**config.mk**
```make
export PLATFORM = sky130hd
export DESIGN_NAME = sesi_ctrl
export DESIGN_NICKNAME = d
export VERILOG_FILES = /design/src/sv/sesi_pkg.sv /design/src/sv/sesi_ctrl.sv
export SDC_FILE = /design/constraint.sdc
export NUM_CORES = 1
export LEC_CHECK = 0
export ABC_AREA = 1
export BUFFER_PORTS_ARGS = -buffer_cell sky130_fd_sc_hd__buf_4
export CAP_MARGIN = 20
export CORE_AREA = 5 5 42 44
export CTS_CLUSTER_SIZE = 25
export DETAILED_ROUTE_END_ITERATION = 6
export DIE_AREA = 0 0 47 49
export PLACE_DENSITY = 0.32
export SYNTH_ARGS = -nofsm -noshare
export SYNTH_HDL_FRONTEND = slang
export SYNTH_SLANG_ARGS = --single-unit
export TNS_END_PERCENT = 100
```
**constraint.sdc**
```tcl
create_clock -name clk_i -period 1.35 [get_ports clk_i]
set_input_delay 0.27 -clock clk_i [delete_from_list [all_inputs] [get_ports clk_i]]
set_output_delay 0.27 -clock clk_i [all_outputs]
set_load 0.05 [all_outputs]
```
**src/sv/sesi_pkg.sv**
```systemverilog
`timescale 1ns / 1ps
// sesi_pkg: shared types and constants for the sorted endpoint set
// depends on nothing

package sesi_pkg;

  localparam int unsigned TABLE_DEPTH = 64;
  localparam int unsigned CountW      = $clog2(TABLE_DEPTH + 1);

  typedef enum logic [1:0] {
    OP_INSERT = 2'd0,
    OP_READ   = 2'd1,
    OP_CLEAR  = 2'd2,
    OP_NONE   = 2'd3
  } opcode_e;

  typedef enum logic [1:0] {
    ST_IDLE,
    ST_FIRST,
    ST_SECOND,
    ST_RESP
  } state_e;

  typedef struct packed {
    logic [1:0]  opcode;
    logic [31:0] first_value;
    logic [31:0] second_value;
    logic [5:0]  read_index;
  } sesi_in_t;

  typedef struct packed {
    logic [6:0]  entry_count;
    logic [31:0] read_value;
    logic [1:0]  values_added;
    logic        dropped;
  } sesi_out_t;

  typedef struct packed {
    logic load;
    logic place;
    logic sel_second;
    logic capture_read;
    logic clear;
    logic finish;
  } sesi_cmd_t;

  typedef struct packed {
    opcode_e op;
  } sesi_status_t;

endpackage

```
**src/sv/sesi_ctrl.sv**
```systemverilog
`timescale 1ns / 1ps
// sesi_ctrl: sequencing state machine for one word at a time
// depends on sesi_pkg

module sesi_ctrl import sesi_pkg::*; (
  input  logic         clk_i,
  input  logic         rst_ni,
  input  logic         in_valid_i,
  output logic         in_ready_o,
  output logic         out_valid_o,
  input  logic         out_ready_i,
  input  sesi_status_t status_i,
  output sesi_cmd_t    cmd_o
);

  state_e state_q, state_d;

  always_comb begin
    state_d = state_q;
    unique case (state_q)
      ST_IDLE:   if (in_valid_i) state_d = ST_FIRST;
      ST_FIRST:  state_d = ST_SECOND;
      ST_SECOND: state_d = ST_RESP;
      ST_RESP:   if (out_ready_i) state_d = ST_IDLE;
      default:   state_d = ST_IDLE;
    endcase
  end

  always_comb begin
    cmd_o       = '0;
    in_ready_o  = 1'b0;
    out_valid_o = 1'b0;
    unique case (state_q)
      ST_IDLE: begin
        in_ready_o = 1'b1;
        cmd_o.load = in_valid_i;
      end
      ST_FIRST: begin
        cmd_o.place = (status_i.op == OP_INSERT);
      end
      ST_SECOND: begin
        cmd_o.place        = (status_i.op == OP_INSERT);
        cmd_o.sel_second   = 1'b1;
        cmd_o.capture_read = (status_i.op == OP_READ);
        cmd_o.clear        = (status_i.op == OP_CLEAR);
        cmd_o.finish       = 1'b1;
      end
      ST_RESP: begin
        out_valid_o = 1'b1;
      end
      default: begin
        cmd_o = '0;
      end
    endcase
  end

  always_ff @(posedge clk_i or negedge rst_ni) begin
    if (!rst_ni) begin
      state_q <= ST_IDLE;
    end else begin
      state_q <= state_d;
    end
  end

endmodule

```
Word-level counts from Yosys, hierarchy flattened
Cells that the tools add are included.

storage, ports and cells
  logic and storage cells = 20
  output and inout port bits = 8
  flip-flop bits (word level) = 2
  input port bits = 6

cells by class
  reduce and logical (&&, ||, !) cells = 4
  equal/unequal tests = 7
  muxes and demuxes = 8

operators with widths
  cell                                                                    number
  2-bit one-hot mux with 4 select lines                                   1
  2-bit equality test (second input constant)                             3
  2-bit by 1-bit equality test with 1-bit output (second input constant)  2
  2-bit logical NOT                                                       2
  1-bit two-way mux                                                       4
  2-bit two-way mux                                                       2
  4-bit two-way mux                                                       1
  2-bit inequality test (second input constant)                           2
  2-bit AND reduction                                                     1
  2-bit OR reduction                                                      1

Logic depth before layout (Yosys ltp)
  depth in word-level cells = 3
  mapped depth = 6
  depth with buffers taken out = 6

Worst setup path after synthesis
Ideal clock, no wire load.

  path type = reg2out
  from = register state_q[0]
  to = output cmd_o[1] (netlist bit)
  buffers on the path = 0
  cell stages (with the launch flop) = 5
  data arrival time = 2172 ps
  setup slack = -1092 ps
  required time = 1080 ps
  cell sequence = dfrtp_1 -> inv_1 -> ha_1 -> inv_1 -> nor3_1

RTL lines
  what                    RTL line         text
  from (decl)             sesi_ctrl.sv:16  state_e state_q, state_d;
  from (signal assigned)  sesi_ctrl.sv:61  state_q <= state_d;
  to (decl)               sesi_ctrl.sv:13  output sesi_cmd_t cmd_o

==> impl_metrics.py <==
metrics = {
    "clock_network": {
        "tritoncts": "done",
        "cts-root-buf": "clkbuf_4",
        "cts.clk_slew.worst_paths_ns": 0.03,
        "clock_path_buffers": 2,
        "clk_latency_ns": 0.22,
        "numClockSinks": 2,
        "numCtsBuffers": 3,
        "htree_levels": 1,
    },
    "floorplanning": {
        "std_cell_rows": 14,
        "die_area_um2": 2300,
        "ios": 14,
        "core_um2": 1400,
        "initial_core_util": 0.138,
        "die_w_um": 47,
        "die_y_um": 49,
    },
    "placement": {
        "hpwl_um": 523,
        "globalplace.congestion": 0.678,
        "place.port_buffers": 13,
    },
    "cells_and_area": {
        "reg_top3": "state_q (2)",
        "diodes": 0,
        "largest-register": "state_q",
        "drive_gt1_frac": 0.692,
        "largest_reg_flops": 2,
        "syn_to_final_growth_pct": 164,
        "nets": 63,
    },
    "route": {
        "wl_um": 598,
        "wire_per_inst_um": 8.79,
        "drc": 0,
        "wl_met1_um": 192,
        "drt-initial-drc-count": 0,
        "antenna_left": 0,
        "top_layer": "met3",
        "wl_met2_um": 352,
        "via_count": 256,
        "drt-pass1-iter-count": 1,
        "wl_met3_um": 52,
        "avgViaCountPerCell": 3.76,
    },
    "logic_synthesis": {
        "synth_cell_types": 9,
        "synth_area_um2": 194,
        "syn_area_per_cell_um2": 6.46,
        "synth_seq_cells": 2,
        "synth_fp_nets": 39,
        "yosysTopAreaCellShare": 0.258,
        "seq_area_frac_synth": 0.258,
        "yosys_warnings": 0,
        "synthCells": 30,
        "synth.area.top_cells": "dfrtp_1 (26%), ha_1 (19%), nand2_1 (17%), inv_1 (15%), nand2_2 (6.5%)",
        "yosysTopAreaCell": "dfrtp_1",
    },
    "global_routing": {
        "grt_pass1_vias": 258,
        "grt_usage": 0.0613,
        "grt_max_degree": 4,
        "antenna_found_initial": 0,
        "overflow": 0,
        "grt_first_pass_wirelength_um": 1070,
    },
    "timing": {
        "max_freq_mhz": 677,
        "clock_skew_ns": 0.00274,
        "finalCritPeriodShare": 1.09,
        "maxSlewViolCount": 0,
        "rsz0062_at_grt": "true",
        "setup_viol": 7,
        "tightest_slew_ns": 0.159,
        "hold_slack_ns": 0.363,
        "setup_ws_ns": -0.127,
        "tns_ns": -0.683,
        "slew_headroom": 0.894,
        "min_period_ns": 1.48,
        "finalHoldViolCount": 0,
    },
    "critical_path": {
        "worstPathMaxFanout": 3,
        "cp-start-kind": "flop",
        "crit_required_ns": 1.08,
        "crit_type": "flop to output pin",
        "cp-end-kind": "output pin",
        "arrival_ns": 1.21,
    },
    "power_and_ir_drop": {
        "ir_drop_uv": 1080,
        "p_leak_nw": 0.258,
        "pwr_density_cell_nw_per_um2": 2900,
    },
    "status": {
        "failed_checks": "negative setup slack",
        "status": "finished, violations left",
    },
    "job": {
        "maxCapViolCount": 0,
    },
    "hold_path": {
        "hold_class": "input port to async pin",
    },
}
==> cell families after synthesis <==
| logic type | Yosys count | synth area share |
|---|---|---|
| buffers and inverters | 9 | 0.194 |
| adders and majority gates | 3 | 0.194 |
| DFF | 2 | 0.258 |
| and+or+nand+nor | 16 | 0.355 |
==> path summary, 6_finish.rpt <==
| check | start | end | slack, ns | cells after the start |
|---|---|---|---|---|
| max in group asynchronous | rst_ni | state_q[0] | 0.90 | 2 |
| min | rst_ni | state_q[1] | 0.36 | 2 |
| max | state_q[1] | cmd_o[1] | -0.13 | 5 |
| max reg2reg | state_q[1] | state_q[0] | 0.15 | 7 |
| min in group clk_i | out_ready_i | state_q[1] | 0.42 | 5 |
| min reg2reg | state_q[0] | state_q[0] | 0.61 | 3 |
==> cell type report <==
class | count | area [µm²]
clock buffer | 3 | 22.5
fill | 158 | 890
inverter | 8 | 36.3
multi-input combinational | 19 | 185
sequential | 2 | 50.0
tap | 16 | 20.0
timing repair buffer | 20 | 198
==> layout by cell type (no fill, tap or decap), drive strengths merged <==
cell / instances
inv: 7
clkbuf: 3
nand3: 2
ha: 3
dlygate4sd3: 1
buf: 19
nand2: 11
clkinvlp: 1
nor3: 1
dfrtp: 2
nor2: 2
==> stage by stage <==
step / util / worst slack, ns / cells / instance area, µm² / total power [mW]
floorplan: - / -0.179 / 30 / 239 / 0.796
global placement: 0.265 / 0.0147 / 61 / 372 / 1.03
detailed placement: 0.265 / -0.0133 / 61 / 372 / 1.04
CTS: 0.329 / -0.150 / 67 / 460 / 1.35
global route: 0.365 / -0.207 / 68 / 512 / 1.60
finish: 0.365 / -0.127 / 68 / 512 / 1.48
==> cell usage after synthesis (all sizes together) <==
master and instances:
ha 3, buf 1, inv 8, nor2 2, nand2 11, nand3 2, dfrtp 2, nor3 1
==> layer usage <==
layer	GRT usage	vias to the layer above
met2	0.106	8
met5	0	-
met4	0.0276	0
met3	0.0185	0
met1	0.0639	118
li1	-	130
==> repair_timing <==
action | CTS | global route
endpoints found under the hold margin | 2 | 0
gates resized for setup | 10 | 11
cloned | 0 | 0
setup buffers | 2 | 1
pin swaps | 3 | 0
setup endpoints to repair | 8 | 8
hold buffers | 1 | 0
==> power breakdown <==
part           total (mW)  internal (mW)  switching [mW]
logic                1.24          0.553           0.686
registers           0.116         0.0945          0.0212
clock network       0.128         0.0978          0.0304
total                1.48          0.745           0.737
==> critical path: stages (launching register included) <==
cell     delay (ns)
dfrtp_1        0.36
buf_6          0.12
ha_4           0.15
inv_4          0.04
nor3_4         0.15
buf_6          0.18
No activity file was read; power rests on OpenSTA's default activity.
